## config.mk

```make
export PLATFORM = sky130hd
export DESIGN_NAME = msb_first_bit_field_packer_hl
export DESIGN_NICKNAME = d
export VERILOG_FILES = /design/src/rtl/mbfp_pkg.sv /design/src/rtl/mbfp_bit_ser.sv /design/src/rtl/mbfp_byte_asm.sv /design/src/rtl/msb_first_bit_field_packer_hl.sv
export SDC_FILE = /design/constraint.sdc
export NUM_CORES = 1
export LEC_CHECK = 0
export ABC_AREA = 1
export ABC_CLOCK_PERIOD_IN_PS = 3700
export BUFFER_PORTS_ARGS = -buffer_cell sky130_fd_sc_hd__buf_2
export CAP_MARGIN = 20
export CORE_MARGIN = 2
export CORE_UTILIZATION = 50
export DETAILED_ROUTE_END_ITERATION = 6
export PLACE_DENSITY = 0.78
export SLEW_MARGIN = 20
export SYNTH_ARGS = -nofsm -noshare
export SYNTH_HDL_FRONTEND = slang
export SYNTH_HIERARCHICAL = 1
export SYNTH_SLANG_ARGS = --single-unit
```

## constraint.sdc

```tcl
create_clock -name clk -period 3.7 [get_ports clk]
set_clock_uncertainty 0.1 [all_clocks]
set_input_delay 1.11 -clock clk [delete_from_list [all_inputs] [get_ports clk]]
set_output_delay 1.11 -clock clk [all_outputs]
set_load 0.02 [all_outputs]
```

## src/rtl/mbfp_pkg.sv

```systemverilog
// Package of the MSB-first bit-field packer: constants, codes and structs.
// No dependencies; imported by every module of the block.
`default_nettype none

package mbfp_pkg;

  localparam int FIELD_BITS  = 32;
  localparam int COUNT_BITS  = 16;
  localparam int BYTE_BITS   = 8;
  localparam int IDX_W       = $clog2(FIELD_BITS);
  localparam int NB_W        = $clog2(FIELD_BITS + 1);
  localparam int BF_W        = $clog2(BYTE_BITS + 1);
  localparam int POS_W       = $clog2(BYTE_BITS);
  localparam int LIMIT_W     = 16;
  localparam int CFG_W       = 16;
  localparam int CNT_IN_W    = 6;
  localparam int IN_TDATA_W  = ((CNT_IN_W + FIELD_BITS + 7) / 8) * 8;
  localparam int OUT_TDATA_W = ((BYTE_BITS + COUNT_BITS + 1 + 7) / 8) * 8;

  localparam logic [BYTE_BITS-1:0] PAD_RESET = 8'h2b;

  typedef logic [1:0] cfg_idx_t;
  localparam cfg_idx_t CFG_LENGTH_LIMIT = 2'd0;
  localparam cfg_idx_t CFG_PAD_CODE     = 2'd1;
  localparam cfg_idx_t CFG_FILL_BYTE    = 2'd2;

  typedef enum logic [1:0] {
    KIND_FIELD  = 2'd0,
    KIND_HL     = 2'd1,
    KIND_SPARE  = 2'd2,
    KIND_FINISH = 2'd3
  } kind_t;

  // Operation handed from the bit sequencer to the byte assembler each cycle.
  typedef enum logic [1:0] {
    OP_NONE = 2'd0,
    OP_BIT  = 2'd1,
    OP_FIN  = 2'd2,
    OP_END  = 2'd3
  } op_t;

  typedef struct packed {
    op_t  op;
    logic wr;
    logic hl;
    logic bit_val;
  } step_t;

  typedef struct packed {
    logic [LIMIT_W-1:0]   length_limit;
    logic [BYTE_BITS-1:0] pad_code;
    logic [BYTE_BITS-1:0] fill_byte;
  } cfg_t;

  typedef struct packed {
    logic [BYTE_BITS-1:0]  data_byte;
    logic                  byte_valid;
    logic                  last;
    logic [COUNT_BITS-1:0] byte_count;
    logic                  overflow;
  } result_t;

  typedef struct packed {
    logic    valid;
    result_t res;
  } push_t;

endpackage

`default_nettype wire

```

## src/rtl/mbfp_bit_ser.sv

```systemverilog
// Bit sequencer: takes one item and presents its bits one per cycle while step_rdy is high, MSB first.
// Depends on mbfp_pkg.
`default_nettype none

module mbfp_bit_ser
  import mbfp_pkg::*;
(
  input  logic                  clk,
  input  logic                  rst_n,
  input  logic                  in_valid,
  output logic                  in_ready,
  input  logic [1:0]            kind,
  input  logic [CNT_IN_W-1:0]   bit_count,
  input  logic [FIELD_BITS-1:0] value,
  output step_t                 step,
  input  logic                  step_rdy
);

  typedef enum logic [2:0] {
    S_IDLE = 3'b001,
    S_RUN  = 3'b010,
    S_END  = 3'b100
  } state_t;

  state_t                state_r, state_nxt;
  kind_t                 kind_r, kind_nxt;
  logic [FIELD_BITS-1:0] sh_r, sh_nxt;
  logic [IDX_W-1:0]      idx_r, idx_nxt;
  logic [NB_W-1:0]       nb_r, nb_nxt;
  logic [NB_W-1:0]       nb_in;
  logic                  accept;

  assign in_ready = (state_r == S_IDLE);
  assign accept   = in_valid && in_ready;

  always_comb begin
    if (int'(bit_count) > FIELD_BITS) begin
      nb_in = NB_W'(FIELD_BITS);
    end else begin
      nb_in = NB_W'(bit_count);
    end
  end

  always_comb begin
    step         = '0;
    step.op      = OP_NONE;
    state_nxt    = state_r;
    kind_nxt     = kind_r;
    sh_nxt       = sh_r;
    idx_nxt      = idx_r;
    nb_nxt       = nb_r;
    unique case (state_r)
      S_IDLE: begin
        if (accept) begin
          kind_nxt  = kind_t'(kind);
          sh_nxt    = value;
          nb_nxt    = nb_in;
          state_nxt = S_RUN;
          unique case (kind_t'(kind))
            KIND_FIELD: idx_nxt = IDX_W'(FIELD_BITS - 1);
            KIND_SPARE: begin
              // An empty spare run has no bits, only the closing step.
              if (nb_in == '0) begin
                idx_nxt   = '0;
                state_nxt = S_END;
              end else begin
                idx_nxt = IDX_W'(nb_in - NB_W'(1));
              end
            end
            default: idx_nxt = '0;
          endcase
        end
      end
      S_RUN: begin
        step.hl = (kind_r == KIND_HL);
        if (kind_r == KIND_FINISH) begin
          step.op = OP_FIN;
        end else begin
          step.op = OP_BIT;
        end
        // A field walks all bit positions; only those below the count are written.
        if (kind_r == KIND_FIELD) begin
          step.wr      = (NB_W'(idx_r) < nb_r);
          step.bit_val = sh_r[FIELD_BITS-1];
        end else if (kind_r == KIND_HL) begin
          step.wr      = 1'b1;
          step.bit_val = sh_r[0];
        end else begin
          step.wr      = 1'b1;
          step.bit_val = 1'b0;
        end
        if (step_rdy) begin
          sh_nxt = sh_r << 1;
          if (idx_r == '0) begin
            state_nxt = S_END;
          end else begin
            idx_nxt = idx_r - IDX_W'(1);
          end
        end
      end
      S_END: begin
        step.op = OP_END;
        if (step_rdy) begin
          state_nxt = S_IDLE;
        end
      end
      default: state_nxt = S_IDLE;
    endcase
  end

  always_ff @(posedge clk) begin
    if (!rst_n) begin
      state_r <= S_IDLE;
    end else begin
      state_r <= state_nxt;
    end
  end

  always_ff @(posedge clk) begin
    kind_r <= kind_nxt;
    sh_r   <= sh_nxt;
    idx_r  <= idx_nxt;
    nb_r   <= nb_nxt;
  end

endmodule

`default_nettype wire

```

## src/rtl/mbfp_byte_asm.sv

```systemverilog
// Byte assembler: writes single bits into the working byte, keeps the byte
// count and overflow flag, and holds one result back to mark the last one.
// Depends on mbfp_pkg.
`default_nettype none

module mbfp_byte_asm
  import mbfp_pkg::*;
(
  input  logic  clk,
  input  logic  rst_n,
  input  cfg_t  cfg,
  input  step_t step,
  output logic  step_rdy,
  input  logic  out_free,
  output push_t push
);

  logic [BYTE_BITS-1:0]  work_r, work_nxt;
  logic [BF_W-1:0]       free_r, free_nxt;
  logic [COUNT_BITS-1:0] done_r, done_nxt;
  logic                  ovf_r, ovf_nxt;
  logic                  pend_v_r, pend_v_nxt;
  result_t               pend_r, pend_nxt;

  logic [BYTE_BITS-1:0]  cur_byte;
  logic [BYTE_BITS-1:0]  new_byte;
  logic [POS_W-1:0]      pos;
  logic                  bit_w;
  logic                  at_limit;
  logic                  fin_valid;
  logic [COUNT_BITS-1:0] done_inc;
  logic                  fire;

  // A held result can only be replaced once the output register has room.
  assign step_rdy = !pend_v_r || out_free;
  assign fire     = (step.op != OP_NONE) && step_rdy;

  // A new byte starts from the fill byte as it stands when its first bit lands.
  assign cur_byte  = (free_r == BF_W'(BYTE_BITS)) ? cfg.fill_byte : work_r;
  assign pos       = POS_W'(free_r - BF_W'(1));
  assign bit_w     = step.bit_val ^ (step.hl & cfg.pad_code[pos]);
  assign at_limit  = (cfg.length_limit != '0) &&
                     (32'(done_r) >= 32'(cfg.length_limit));
  assign fin_valid = (free_r != BF_W'(BYTE_BITS));
  assign done_inc  = (done_r == '1) ? done_r : done_r + COUNT_BITS'(1);

  always_comb begin
    new_byte      = cur_byte;
    new_byte[pos] = bit_w;
  end

  always_comb begin
    work_nxt   = work_r;
    free_nxt   = free_r;
    done_nxt   = done_r;
    ovf_nxt    = ovf_r;
    pend_v_nxt = pend_v_r;
    pend_nxt   = pend_r;
    push       = '0;
    if (fire) begin
      unique case (step.op)
        OP_BIT: begin
          if (step.wr && !ovf_r) begin
            if (at_limit) begin
              ovf_nxt = 1'b1;
            end else if (free_r == BF_W'(1)) begin
              done_nxt            = done_inc;
              free_nxt            = BF_W'(BYTE_BITS);
              pend_nxt.data_byte  = new_byte;
              pend_nxt.byte_valid = 1'b1;
              pend_nxt.last       = 1'b0;
              pend_nxt.byte_count = done_inc;
              pend_nxt.overflow   = ovf_r;
              pend_v_nxt          = 1'b1;
              if (pend_v_r) begin
                push.valid = 1'b1;
                push.res   = pend_r;
              end
            end else begin
              work_nxt = new_byte;
              free_nxt = free_r - BF_W'(1);
            end
          end
        end
        OP_FIN: begin
          pend_nxt.data_byte  = fin_valid ? cur_byte : '0;
          pend_nxt.byte_valid = fin_valid;
          pend_nxt.last       = 1'b0;
          pend_nxt.byte_count = fin_valid ? done_inc : done_r;
          pend_nxt.overflow   = ovf_r;
          pend_v_nxt          = 1'b1;
          done_nxt            = '0;
          free_nxt            = BF_W'(BYTE_BITS);
          ovf_nxt             = 1'b0;
        end
        OP_END: begin
          if (pend_v_r) begin
            push.valid    = 1'b1;
            push.res      = pend_r;
            push.res.last = 1'b1;
          end
          pend_v_nxt = 1'b0;
        end
        default: begin
        end
      endcase
    end
  end

  always_ff @(posedge clk) begin
    if (!rst_n) begin
      free_r   <= BF_W'(BYTE_BITS);
      done_r   <= '0;
      ovf_r    <= 1'b0;
      pend_v_r <= 1'b0;
    end else begin
      free_r   <= free_nxt;
      done_r   <= done_nxt;
      ovf_r    <= ovf_nxt;
      pend_v_r <= pend_v_nxt;
    end
  end

  always_ff @(posedge clk) begin
    work_r <= work_nxt;
    pend_r <= pend_nxt;
  end

endmodule

`default_nettype wire

```

## src/rtl/msb_first_bit_field_packer_hl.sv

```systemverilog
// Channel  | Direction | Contents
// in_      | slave     | tuser: kind; tdata: bit_count, value
// out_     | master    | tuser: byte_valid; tdata: data_byte, byte_count, overflow; tlast
// cfg_     | write     | index 0 length_limit, 1 pad code, 2 fill_byte
//
// One item at a time. After it is accepted, a field walks every bit position of the
// 32-bit value word, a spare run its n bits, an H/L bit or a finish one step; each
// ends with a closing step.
// Reset is synchronous; afterwards the block accepts at once, with no clearing pass.
// A stalled output holds the sequencer whenever a result is held back and the output
// register is still full.
//
// Top level of the MSB-first bit-field packer with H/L coding.
// Depends on mbfp_pkg, mbfp_bit_ser and mbfp_byte_asm.
`default_nettype none

module msb_first_bit_field_packer_hl
  import mbfp_pkg::*;
(
  input  logic                   clk,
  input  logic                   rst_n,
  input  logic                   in_tvalid,
  output logic                   in_tready,
  input  logic [IN_TDATA_W-1:0]  in_tdata,   // [5:0] bit_count, [37:6] value
  input  logic [1:0]             in_tuser,   // [1:0] kind
  output logic                   out_tvalid,
  input  logic                   out_tready,
  output logic [OUT_TDATA_W-1:0] out_tdata,  // [7:0] data_byte, [23:8] byte_count, [24] overflow
  output logic [0:0]             out_tuser,  // [0] byte_valid
  output logic                   out_tlast,
  input  logic                   cfg_we,
  input  cfg_idx_t               cfg_addr,
  input  logic [CFG_W-1:0]       cfg_wdata
);

  cfg_t    cfg_r, cfg_nxt;
  logic    out_v_r, out_v_nxt;
  result_t out_res_r;
  step_t   step;
  logic    step_rdy;
  logic    out_free;
  push_t   push;

  always_comb begin
    cfg_nxt = cfg_r;
    if (cfg_we) begin
      unique case (cfg_addr)
        CFG_LENGTH_LIMIT: cfg_nxt.length_limit = LIMIT_W'(cfg_wdata);
        CFG_PAD_CODE:     cfg_nxt.pad_code     = cfg_wdata[BYTE_BITS-1:0];
        CFG_FILL_BYTE:    cfg_nxt.fill_byte    = cfg_wdata[BYTE_BITS-1:0];
        default: begin
        end
      endcase
    end
  end

  always_ff @(posedge clk) begin
    if (!rst_n) begin
      cfg_r.length_limit <= '0;
      cfg_r.pad_code     <= PAD_RESET;
      cfg_r.fill_byte    <= PAD_RESET;
    end else begin
      cfg_r <= cfg_nxt;
    end
  end

  mbfp_bit_ser u_ser (
    .clk       (clk),
    .rst_n     (rst_n),
    .in_valid  (in_tvalid),
    .in_ready  (in_tready),
    .kind      (in_tuser),
    .bit_count (in_tdata[CNT_IN_W-1:0]),
    .value     (in_tdata[CNT_IN_W +: FIELD_BITS]),
    .step      (step),
    .step_rdy  (step_rdy)
  );

  mbfp_byte_asm u_asm (
    .clk      (clk),
    .rst_n    (rst_n),
    .cfg      (cfg_r),
    .step     (step),
    .step_rdy (step_rdy),
    .out_free (out_free),
    .push     (push)
  );

  // Output register: a push only comes while it is free or being emptied.
  assign out_free = !out_v_r || out_tready;

  always_comb begin
    out_v_nxt = out_v_r;
    if (push.valid) begin
      out_v_nxt = 1'b1;
    end else if (out_tready) begin
      out_v_nxt = 1'b0;
    end
  end

  always_ff @(posedge clk) begin
    if (!rst_n) begin
      out_v_r <= 1'b0;
    end else begin
      out_v_r <= out_v_nxt;
    end
  end

  always_ff @(posedge clk) begin
    if (push.valid) begin
      out_res_r <= push.res;
    end
  end

  assign out_tvalid = out_v_r;
  assign out_tdata  = OUT_TDATA_W'({out_res_r.overflow, out_res_r.byte_count,
                                    out_res_r.data_byte});
  assign out_tuser  = out_res_r.byte_valid;
  assign out_tlast  = out_res_r.last;

endmodule

`default_nettype wire

```

Word-level counts from Yosys, hierarchy flattened
Cells that the tools add are included.
Word-level totals
  flip-flop bits (word level): 165
  input bits: 65
  logic and storage cells: 154
  output and inout port bits: 36
Cells by class
  multiplexer cells: 60
  $add $sub $neg: 4
  equal/unequal tests: 24
  magnitude comparators: 5
  bitwise operators: 4
  reductions and logical operators: 33
Operators with widths (count)
  $mux 28: 6
  $mux 27: 3
  $mux 16: 5
  $mux 32: 2
  $pmux 32 s2: 1
  $pmux 28 s2: 1
  $pmux 27 s2: 1
  $pmux 16 s2: 1
  $mux 3: 7
  $mux 5: 4
  $pmux 5 s2: 2
  $add 16x1->16 const B: 1
  $eq 16x16->1 const B: 1
  $ge 16x16->1: 1
  $mux 8: 2
  $reduce_and 4->1: 4
  $reduce_bool 16->1: 1
  $reduce_and 5->1: 3
  $mux 1: 12
  $mux 4: 3
  $ne 2x1->1 const B: 6
  $eq 2x2->1 const B: 5
  $sub 5x1->5 const B: 2
  $pmux 3 s3: 1
  other kinds (35): 55

Logic depth before layout (Yosys ltp)
Gate-level depths: netlist of run 1.
  depth in word-level cells: 11
  mapped depth: 17
  depth with buffers taken out: 16

Modules after synthesis
Netlist of run 1, hierarchy kept.
By module, submodules not included
  mbfp_byte_asm: instances 1, area each 4026.4 um^2, seq. area each 1461.4 um^2, cells each 593
  mbfp_bit_ser: instances 1, area each 2443.6 um^2, seq. area each 1411.4 um^2, cells each 273
  msb_first_bit_field_packer_hl: instances 1, area each 2298.5 um^2, seq. area each 1471.4 um^2, cells each 235

Worst setup path before layout of run 1
Ideal clock, no wire load.
  path kind: register to register
  start point: register u_ser.state_r[0]
  end point: register u_asm/pend_r[0] (netlist bit), enable pin
  clock period less this slack: 2.981 ns
  required time: 3.219 ns
  path buffers: 2
  arrival: 2.501 ns
  slack: 0.719 ns
  cell stages (with the launch flop): 12
  library setup time: 0.381 ns
  path through: dfxtp_1 -> nor2_2 -> nand2_4 -> buf_2 -> o21ai_0 -> inv_2 -> nor2_1 -> inv_2 -> a211oi_4 -> nand3_4 -> buf_4 -> inv_1
RTL lines
  start, declared: line mbfp_bit_ser.sv:25  | state_t state_r, state_nxt;
  start signal, assigned: line mbfp_bit_ser.sv:115  | state_r <= state_nxt;
  end signal, assigned: line mbfp_byte_asm.sv:126  | pend_r <= pend_nxt;
  end, declared: line mbfp_byte_asm.sv:23  | result_t pend_r, pend_nxt;

==> summary.md, run 1 <==
| Metric | Value |
|---|---|
| Num CTS Buffers | 17 |
| CP arrival | about 3 ns |
| Top delay family on crit path | simple AND/OR/NAND/NOR gates |
| EDFF count, synth | 106 |
| Final TNS setup | 0 ns |
| Clk_lat worst skew | 0.42 ns |
| Non-Filler Instances | between 1000 and 1500 |
| Max-slew violation count | 0 |
| NumNets Final | roughly 1300 |
| Startpoint Class | flip-flop |
| P_leak | roughly 4.8 nW |
| Post-Syn Instances | roughly 1100 |
| #FFs+latches synth | 164 |
| Gpl congestion | between 0.9 and 1 |
| Inst Count DP | roughly 1400 |
| Post_cts resized | 0 |
| Die ar. | between 15000 and 20000 µm² |
| Slew headroom | 0.5258 |
| Hold_buf cts | 0 |
| CP max-delay cell | o21ai_0 |
| Minimum clock period | between 2 and 3 ns |
| CORE AREA | about 17000 µm² |
| Max Cap Viol | 0 |
| Share of layout cells above drive strength 1 | 0.1455 |
| First-pass GRT wire length | around 30000 µm |
| Overall Power | between 4 and 5 mW |
| Port buffer count | 91 |
| Post-synth cell types | 45 |
| Yosys Warn Count | 6 |
| Critical Path Fanout Max | 36 |
| RSZ-0062 raised after global routing | no |
| Hold WS | ~0.33 ns |
| Register area share after synthesis | 0.4954 |
| Top sig layer | met4 |
| Initial core utilization | 0.5087 |
| Largest net degree at the start of global routing | 38 |
| Syn Std Cell Area | roughly 9000 µm² |
| H-tree levels | 4 |
| Post-CTS Setup Inserts | 0 |
| Yosys top cell area share | 0.3630 |
| Final non-filler cell area | 10030 µm² |
| Crit. path cell count | 11 |
| Congestion Overflow GR | 0 |
| Final Setup Violations | 0 |
| PD cells | around 480 nW/µm² |
| Average size of a mapped cell | approximately 8.0 µm² |
| Die extent in x | approximately 140 µm |
| Final WL | approximately 19000 µm |
| Ranking of synthesized cells by area | edfxtp_1 (36%), nand2_1 (13%), dfxtp_1 (13%) |
| DR vias/cell | 5.069 |
| Flop2flop setup slack | 0.73 ns |
| CTS max path bufs | 2 |
| Fillers | between 1500 and 2000 |
| Largest area contributor in the netlist | edfxtp_1 |
| Buf+Inv Stages, Crit Path | 3 |
| Worst-path cell chain | nor2_2 -> nand2_4 -> buf_4 -> inv_4 -> buf_4 -> nand2_1 -> o21ai_0 -> nand3b_1 -> nand3_1 -> nand3_1 -> o21ai_0 |
| Count leader, synth | nand2_1 |
| Synth cell count leaders | nand2_1 (313), inv_1 (149), nor2_1 (126) |
| Outcome | complete, no violations |
| GRT Total Usage | 0.2054 |
| Clock Sink Count | around 160 |
| Top_reg_cell synth | edfxtp_1 |
| Rows | 48 |
| Root Buffer | clkbuf_16 |
| Met3 WL | 1193 µm |
| Initial drt markers | 490 |
| Worst VDD drop | 0.3639 mV |
| DIE HEIGHT | about 140 µm |
| Placement Cell Area | approximately 9400 µm² |
| Wl on met1 | about 8600 µm |
| HP Class | flip-flop to flip-flop |
| Worst Hold Path Cells | 0 |
| Final Hold Viols | 0 |
| Max stage delay on crit path | roughly 0.4 ns |
| Initial antenna violation count | 0 |
| Period utilisation layout | 0.8017 |
| CTS tree | built |
| WS Path Type | flip-flop to flip-flop |
| Least-Margin Pin Slew | between 0.7 and 0.8 ns |
| DP HPWL | 13050 µm |
| I/O pins | just over 100 |
| Fraction of registers with async set/reset | 0 |
| Post-DR wirelength/cell | about 13 µm |
| Vias in the first global route | between 6000 and 7000 |
| WL met2 | between 8000 and 9000 µm |
| Drt pass-1 iters | 6 |
| Nature of the critical path endpoint | flip-flop |
| Clk pin slew, worst setup/hold paths | around 0.060 ns |
| Total number of vias | ~7200 |
| Achievable Freq | about 0.34 GHz |
| DRC | 0 |
| Remaining antenna violation count | 0 |
| Worst R2R Path Depth | 11 |
| Worst EP required | 3.74 ns |
| Area delta synth->final | 14.38% |
| Antenna diode count | 0 |
==> layout by cell type (no fill, tap or decap), types with 5 or more instances in the layout <==
cell type,Yosys,routed
dfxtp_1,58,58
o21ai_0,36,36
edfxtp_1,106,106
nand3b_1,5,5
nand4_1,35,35
buf_4,12,20
nor2_2,5,5
nor2_1,126,126
inv_1,149,149
ha_1,26,26
and2_1,8,8
clkbuf_16,0,17
nor3_1,13,13
buf_2,16,91
nand2_1,313,313
a21oi_1,35,35
xor2_1,10,10
nand3_1,76,76
conb_1,1,7
inv_2,12,12
==> worst register-to-register path, cell delays in order (launching register included) <==
cell and delay (ns):
dfxtp_1 0.35, nor2_2 0.18, nand2_4 0.12, buf_4 0.27, inv_4 0.08, buf_4 0.33, nand2_1 0.12, o21ai_0 0.40
nand3b_1 0.38, nand3_1 0.15, nand3_1 0.09, o21ai_0 0.12
==> per-stage QoR <==
step / worst slack, ns / utilization
floorplan: 0.7186 / -
global placement: 0.8426 / 0.5457
detailed placement: 0.7800 / 0.5457
CTS: 0.7570 / 0.5819
global route: 0.5586 / 0.5819
finish: 0.7337 / 0.5819
==> cell type report <==
cell class / count / area, µm² / share of cell area
clock buffer: 21 / 450.4 / 0.04491
clock inverter: 11 / 173.9 / 0.01734
inverter: 165 / 624.3 / 0.06225
multi-input combinational: 730 / 3530 / 0.3519
sequential: 164 / 4344 / 0.4331
tap: 225 / 281.5 / 0.02807
timing repair buffer: 112 / 625.6 / 0.06238
==> where the power goes <==
part	internal, mW	switching (mW)
clock network	1.15	0.717
registers	2.11	0.0679
logic	0.271	0.478
==> state kept, by name, indices dropped and copies added (netlist names), 2 cells and up <==
| register | flops |
|---|---|
| cfg_r | 32 |
| u_ser/sh_r | 32 |
| u_asm/pend_r | 26 |
| out_tdata | 25 |
| u_asm/done_r | 16 |
| u_asm/work_r | 8 |
| u_ser/nb_r | 6 |
| u_ser/idx_r | 5 |
| u_asm/free_r | 4 |
| u_ser/state_r | 3 |
| u_ser/kind_r | 2 |
==> routing by layer <==
metal / track usage / up-vias
met4: 0.07986 / 0
met2: 0.3333 / 265
met1: 0.2728 / 3248
li1: - / 3698
met3: 0.03840 / 28
met5: 0 / -
==> worst paths after layout <==
path,start,endpoint
worst max-delay path,u_ser/state_r[0],u_asm/pend_r[22]
worst min-delay path,u_asm/ovf_r,u_asm/pend_r[0]
worst max register to register,u_ser/state_r[0],u_asm/pend_r[22]
worst min register to register,u_asm/ovf_r,u_asm/pend_r[0]
==> kinds of logic after synthesis <==
| group | after synthesis | synth area share |
|---|---|---|
| compound gates | 88 | 0.05636 |
| other cells | 1 | 0.0004277 |
| flops | 164 | 0.4954 |
| buf+inv | 213 | 0.1046 |
| fa+ha+maj | 26 | 0.03710 |
| xor+xnor | 12 | 0.01199 |
| simple gates | 597 | 0.2941 |
(Power assumes the default switching activity.)
==> run 2: changes to the inputs <==
--- a/config.mk
+++ b/config.mk
@@ -5,8 +5,8 @@
 export SDC_FILE = /design/constraint.sdc
 export NUM_CORES = 1
 export LEC_CHECK = 0
-export ABC_AREA = 1
-export ABC_CLOCK_PERIOD_IN_PS = 3700
+export ABC_AREA = 0
+export ABC_CLOCK_PERIOD_IN_PS = 2800
 export BUFFER_PORTS_ARGS = -buffer_cell sky130_fd_sc_hd__buf_2
 export CAP_MARGIN = 20
 export CORE_MARGIN = 2
==> constraint.sdc (replaced) <==
create_clock -name clk -period 2.8 [get_ports clk]
set_clock_uncertainty 0.1 [all_clocks]
set_input_delay 0.84 -clock clk [delete_from_list [all_inputs] [get_ports clk]]
set_output_delay 0.84 -clock clk [all_outputs]
set_load 0.02 [all_outputs]
==> run 2 against run 1 <==
Effect of this change: critical path depth up 1; first-iteration DRC count shrank 13%; critical endpoint is now u_asm/work_r[2]; largest power group unchanged; die area is 4.9% lower; maximum frequency grew 11%; highest routed layer unchanged.
==> summary.md, run 2 <==
| Metric | Value |
|---|---|
| Outcome | complete, no violations |
| Multi-input logic area | ~3600 µm² |
| Drt pass-1 iters | 5 |
| GRT Total Usage | 0.1890 |
| Largest area contributor in the netlist | edfxtp_1 |
| DP HPWL | 11790 µm |
| CTS tree | built |
| CTS max path bufs | 2 |
| Placement Cell Area | ~9100 µm² |
| CORE AREA | around 16000 µm² |
| Worst Hold Path Cells | 2 |
| Share of layout cells above drive strength 1 | 0.2132 |
| Port buffer count | between 90 and 100 |
| Remaining antenna violation count | 0 |
| Rows | 47 |
| Commonest cells after routing, fill and taps aside | nand2_1 (182), edfxtp_1 (106), buf_2 (91) |
| Count leader, synth | nand2_1 |
| Largest net degree at the start of global routing | 55 |
| Syn Std Cell Area | about 8300 µm² |
| Hold_buf cts | 0 |
| DIE HEIGHT | 133.0 µm |
| PD cells | around 550 nW/µm² |
| #FFs+latches synth | 164 |
| First-pass GRT wire length | 26700 µm |
| DR vias/cell | between 5 and 6 |
| CP arrival | roughly 2.7 ns |
| EDFF count, synth | 106 |
| Crit. path cell count | 12 |
| Buf+Inv Stages, Crit Path | 2 |
| Register area | 4344 µm² |
| Post-synth cell types | 74 |
| Clock Sink Count | around 160 |
| Nature of the critical path endpoint | flip-flop |
| Final WL | about 17000 µm |
| Ranking of synthesized cells by area | edfxtp_1 (38%), dfxtp_1 (14%), nand2_1 (8.2%) |
| Post-Syn Instances | approximately 810 |
| Clk_lat worst skew | about 0.42 ns |
| CP max-delay cell | edfxtp_1 |
| Critical Path Fanout Max | 5 |
| Non-Filler Instances | 1158 |
| Final non-filler cell area | ~9700 µm² |
| Initial drt markers | between 400 and 500 |
| Worst-path cell chain | ha_4 -> a21oi_2 -> o21ai_2 -> a21oi_2 -> o21a_1 -> and4bb_2 -> buf_4 -> o21ai_1 -> nor2_1 -> nand2_1 -> a21oi_2 -> buf_4 |
| Achievable Freq | 0.3740 GHz |
| NumNets Final | 1016 |
| Total number of vias | 6079 |
| Yosys Warn Count | 6 |
| HP Class | flip-flop to flip-flop |
| Root Buffer | clkbuf_16 |
| Commonest non-fill, non-tap cell in the layout | nand2_1 |
| I/O pins | 101 |
| Max stage delay on crit path | around 0.44 ns |
| Vias in the first global route | approximately 5500 |
| Clk pin slew, worst setup/hold paths | approximately 0.070 ns |
| Worst VDD drop | 0.4875 mV |
| Register area share after synthesis | 0.5218 |
| Worst R2R Path Depth | 12 |
| Area delta synth->final | 16.76% |
| Congestion Overflow GR | 0 |
| Inst Count DP | around 1100 |
| Overall Power | ~5.3 mW |
| Antenna diode count | 0 |
| Post-DR wirelength/cell | between 10 and 15 µm |
| H-tree levels | 4 |
| Top delay family on crit path | compound AO/OA/AOI/OAI gates |
| Gpl congestion | about 0.86 |
| Num CTS Buffers | 17 |
| Initial antenna violation count | 0 |
| Max Cap Viol | 0 |
| Worst EP required | about 2.8 ns |
| P_leak | about 4 nW |
| Synth cell count leaders | nand2_1 (182), edfxtp_1 (106), dfxtp_1 (58) |
| Startpoint Class | flip-flop |
| Slew headroom | 0.5923 |
| Least-Margin Pin Slew | 0.6069 ns |
| Top_reg_cell synth | edfxtp_1 |
| Final Setup Violations | 0 |
| Max-slew violation count | 0 |
| WS Path Type | flip-flop to flip-flop |
| Fillers | between 1000 and 1500 |
| Minimum clock period | about 2.7 ns |
| Yosys top cell area share | 0.3823 |
| Die extent in x | between 100 and 150 µm |
| Fraction of registers with async set/reset | 0 |
| Crit-path most repeated cell | a21oi_2 |
| Average size of a mapped cell | between 10 and 15 µm² |
| DRC | 0 |
| Initial core utilization | 0.5074 |
| Final Hold Viols | 0 |
| Top Registers | cfg_r x32, u_ser/sh_r x32, u_asm/pend_r x26 |
| Final TNS setup | 0 ns |
| Die ar. | between 15000 and 20000 µm² |
| Period utilisation layout | 0.9548 |
## run 2: changes by cell type after synthesis, moves of 11 or more
| cell | previous run | this run |
|---|---|---|
| nand2_1 | 313 | 182 |
| inv_1 | 149 | 33 |
| nor2_1 | 126 | 42 |
| nand3_1 | 76 | 12 |
| mux2i_1 | 0 | 33 |
| and2_1 | 8 | 40 |
| nand4_1 | 35 | 4 |
| o21ai_0 | 36 | 13 |
| nor2b_1 | 0 | 18 |
| a31oi_1 | 0 | 14 |
| inv_2 | 12 | 1 |
| nand2b_1 | 0 | 11 |
## run 2: logic make-up after synthesis
| kind of cell | share of synthesized area |
|---|---|
| compound gates | 0.1065 |
| flops | 0.5218 |
| fa+ha+maj | 0.03907 |
| mux | 0.04824 |
| simple gates | 0.2137 |
| buf+inv | 0.05215 |
| xor+xnor | 0.01803 |
| other cells | 0.0004504 |
## run 2: area by class of cell
| type | instances | area share |
|---|---|---|
| clock buffers | 18 | 0.04415 |
| clock inverters | 14 | 0.01455 |
| inverters | 35 | 0.01390 |
| multi-input cells | 575 | 0.3707 |
| flip-flops and latches | 164 | 0.4469 |
| well taps | 220 | 0.02832 |
| repair buffers | 132 | 0.08148 |
## run 2: what timing repair did
action                     in CTS  in global routing
cloned                          0                  1
pin swaps                       0                  4
setup buffers                   0                  0
setup endpoints to repair      30                103
resized for setup               1                 11
## run 2: through the flow
stage	setup slack (ns)	hold slack [ns]	utilization
6_report	0.1264	0.3590	0.5925
5_1_grt	-0.006720	0.3765	0.5925
4_1_cts	0.008069	0.3588	0.5899
3_5_place_dp	-0.1047	0.3479	0.5549
3_3_place_gp	0.01691	0.3452	0.5549
2_1_floorplan	0.0002940	0.3233	-
## run 2: final timing paths
check | slack (ns) | start | end
setup / recovery | 0.13 | u_ser/idx_r[2] | u_asm/work_r[2]
hold / removal | 0.36 | cfg_r[10] | cfg_r[10]
setup reg to reg | 0.13 | u_ser/idx_r[2] | u_asm/work_r[2]
hold reg to reg | 0.36 | cfg_r[10] | cfg_r[10]
## run 2: routing by layer
metal / vias to the layer above / GRT usage / wire, µm
met4: 0 / 0.05257 / 168
met2: 180 / 0.2907 / 7342
met5: - / 0 / 0
met3: 15 / 0.04176 / 914
met1: 2809 / 0.2706 / 8133
li1: 3075 / - / -
## run 2: worst min-delay path, delay by kind of cell, from the launching register on
| kind | cells | cell delay (ns) |
|---|---|---|
| DFF | 1 | 0.31 |
| and+or+nand+nor | 1 | 0.05 |
| muxes | 1 | 0.05 |
## run 2: report_power, final
group,leakage (nW),internal [mW],switching [mW]
clock network,0.275,1.25,0.984
registers,1.52,2.66,0.0428
logic,2.19,0.168,0.239
==> run 3: changes to the inputs <==
--- a/config.mk
+++ b/config.mk
@@ -12,7 +12,7 @@
 export CORE_MARGIN = 2
 export CORE_UTILIZATION = 50
 export DETAILED_ROUTE_END_ITERATION = 6
-export PLACE_DENSITY = 0.78
+export PLACE_DENSITY_LB_ADDON = 0.15
 export SLEW_MARGIN = 20
 export SYNTH_ARGS = -nofsm -noshare
 export SYNTH_HDL_FRONTEND = slang
==> run 3 against run 2 <==
Effect of this change: critical endpoint is now out_tdata[13]; maximum frequency is 0.60% lower; highest routed layer unchanged; setup slack got worse by 0.016 ns; first-iteration DRC count down 26%; combinational power is 1% lower; worst hold slack better by 0.011 ns.
==> summary.md, run 3 (same netlist as run 2, synthesis figures left out) <==
| Metric | Value |
|---|---|
| Inst Count DP | between 1000 and 1500 |
| Worst VDD drop | approximately 0.41 mV |
| Worst Hold Path Cells | 2 |
| Drt pass-1 iters | 5 |
| Die extent in x | ~130 µm |
| Multi-input logic area | 3608 µm² |
| Largest net degree at the start of global routing | 59 |
| Worst R2R Path Depth | 11 |
| Hold_sp | cfg_r[10] |
| Final Hold Viols | 0 |
| Max-slew violation count | 0 |
| HP Class | flip-flop to flip-flop |
| Port buffer count | 91 |
| Worst-path cell chain | ha_1 -> a21oi_1 -> o21ai_1 -> a21oi_1 -> o21a_1 -> and4bb_2 -> buf_6 -> nand4_1 -> o31ai_4 -> buf_12 -> and2_1 |
| CP arrival | between 2 and 3 ns |
| Worst EP required | around 3 ns |
| Die ar. | 17700 µm² |
| Initial antenna violation count | 0 |
| I/O pins | slightly above 100 |
| CTS max path bufs | 2 |
| CP max-delay cell | edfxtp_1 |
| Max Cap Viol | 0 |
| Non-Filler Instances | 1159 |
| Worst r2r dst | out_tdata[13] |
| DIE HEIGHT | 133.0 µm |
| PD cells | 552.7 nW/µm² |
| NumNets Final | around 1000 |
| Setup WS pre-CTS | 0.05286 ns |
| RR Startpoint | u_ser/idx_r[2] |
| Max stage delay on crit path | slightly below 0.4 ns |
| Minimum clock period | between 2 and 3 ns |
| Share of layout cells above drive strength 1 | 0.2151 |
| Period utilisation layout | 0.9606 |
| Register area | between 4000 and 5000 µm² |
| DP HPWL | ~13000 µm |
| DRC | 0 |
| Vias in the first global route | between 5000 and 6000 |
| Remaining antenna violation count | 0 |
| CORE AREA | 16410 µm² |
| Congestion Overflow GR | 0 |
| Gpl congestion | 0.8339 |
| Antenna diode count | 0 |
| Flop2flop setup slack | approximately 0.11 ns |
| DR vias/cell | 5.297 |
| WS Path Type | flip-flop to flip-flop |
| Critical Path Fanout Max | 54 |
| Hold_buf cts | 0 |
| Total number of vias | around 6000 |
| CTS tree | built |
| Achievable Freq | 0.3718 GHz |
| Final Worst Setup Slack | approximately 0.11 ns |
| First-pass GRT wire length | around 29000 µm |
| Least-Margin Pin Slew | slightly above 0.5 ns |
| Clock Sink Count | around 160 |
| Post-DR wirelength/cell | ~15 µm |
| Initial core utilization | 0.5074 |
| Commonest cells after routing, fill and taps aside | nand2_1 (181), edfxtp_1 (106), buf_2 (91) |
| Fillers | approximately 1400 |
| Slew headroom | 0.6534 |
| Area delta synth->final | 16.91% |
| Nature of the critical path endpoint | flip-flop |
| GRT Total Usage | 0.2038 |
| Final WL | around 17000 µm |
| Clk_lat worst skew | 0.42 ns |
| Final Setup Violations | 0 |
| Top Registers | cfg_r x32, u_ser/sh_r x32, u_asm/pend_r x26 |
| Initial drt markers | approximately 320 |
| H-tree levels | 4 |
| Startpoint Class | flip-flop |
| P_leak | approximately 4 nW |
| Rows | 47 |
| Clk pin slew, worst setup/hold paths | around 0.060 ns |
| Num CTS Buffers | 17 |
| Hold WS | about 0.37 ns |
| Commonest non-fill, non-tap cell in the layout | nand2_1 |
| Crit-path most repeated cell | a21oi_1 |
| Root Buffer | clkbuf_16 |
| WHS Endpoint | cfg_r[10] |
| Outcome | complete, no violations |
## run 3: final cells by class
cell class                 count  share of cell area
sequential                   164              0.4463
multi-input combinational    575              0.3707
clock inverter                14             0.01543
tap                          220             0.02828
timing repair buffer         133             0.08124
clock buffer                  18             0.04409
inverter                      35             0.01388
## run 3: repair_timing
| action | in CTS | in global routing |
|---|---|---|
| gates resized for setup | 0 | 19 |
| buffers inserted | 0 | 2 |
| endpoints found under the setup margin | 0 | 109 |
## run 3: power breakdown
| group | switching [mW] | internal [mW] | leakage, nW |
|---|---|---|---|
| Combinational | 0.238 | 0.165 | 2.20 |
| Sequential | 0.0429 | 2.66 | 1.52 |
| Clock | 0.952 | 1.32 | 0.278 |
| Total | 1.23 | 4.15 | 4.01 |
## run 3: worst max path at each step
stage	to	slack, ns	start	depth (start not counted)
finish	out_tdata[13]	0.11	u_ser/idx_r[2]	11
global route	out_tdata[13]	-0.02	u_ser/idx_r[2]	11
CTS	u_asm/done_r[10]	0.002	u_ser/idx_r[2]	12
detailed placement	u_asm/done_r[3]	0.05	u_ser/idx_r[2]	11
global placement	u_asm/done_r[5]	0.06	u_ser/idx_r[1]	11
floorplan	u_asm/work_r[0]	0.0003	u_ser/idx_r[2]	10
## run 3: stage by stage
stage	setup TNS, ns	total power, mW	cell area [µm²]	util
6_report	0	5.380	9733	0.5932
5_1_grt	-0.2779	5.588	9733	0.5932
4_1_cts	0	5.428	9664	0.5890
3_5_place_dp	0	3.143	9085	0.5537
3_3_place_gp	0	3.122	9085	0.5537
2_1_floorplan	0	3.019	8356	-
## run 3: critical path: cells and delay by family, from the launching register on
| kind | cells | cell delay (ns) |
|---|---|---|
| compound gates | 5 | 0.80 |
| fa+ha+maj | 1 | 0.31 |
| flops | 1 | 0.39 |
| buf+inv | 2 | 0.36 |
| simple gates | 3 | 0.56 |
## run 3: layer usage
metal,routed length [µm],share of wire,track usage
met3,797,0.046,0.03755
met1,8584,0.49,0.2922
met4,149,0.0086,0.06930
met2,7834,0.45,0.3126
met5,0,0,0
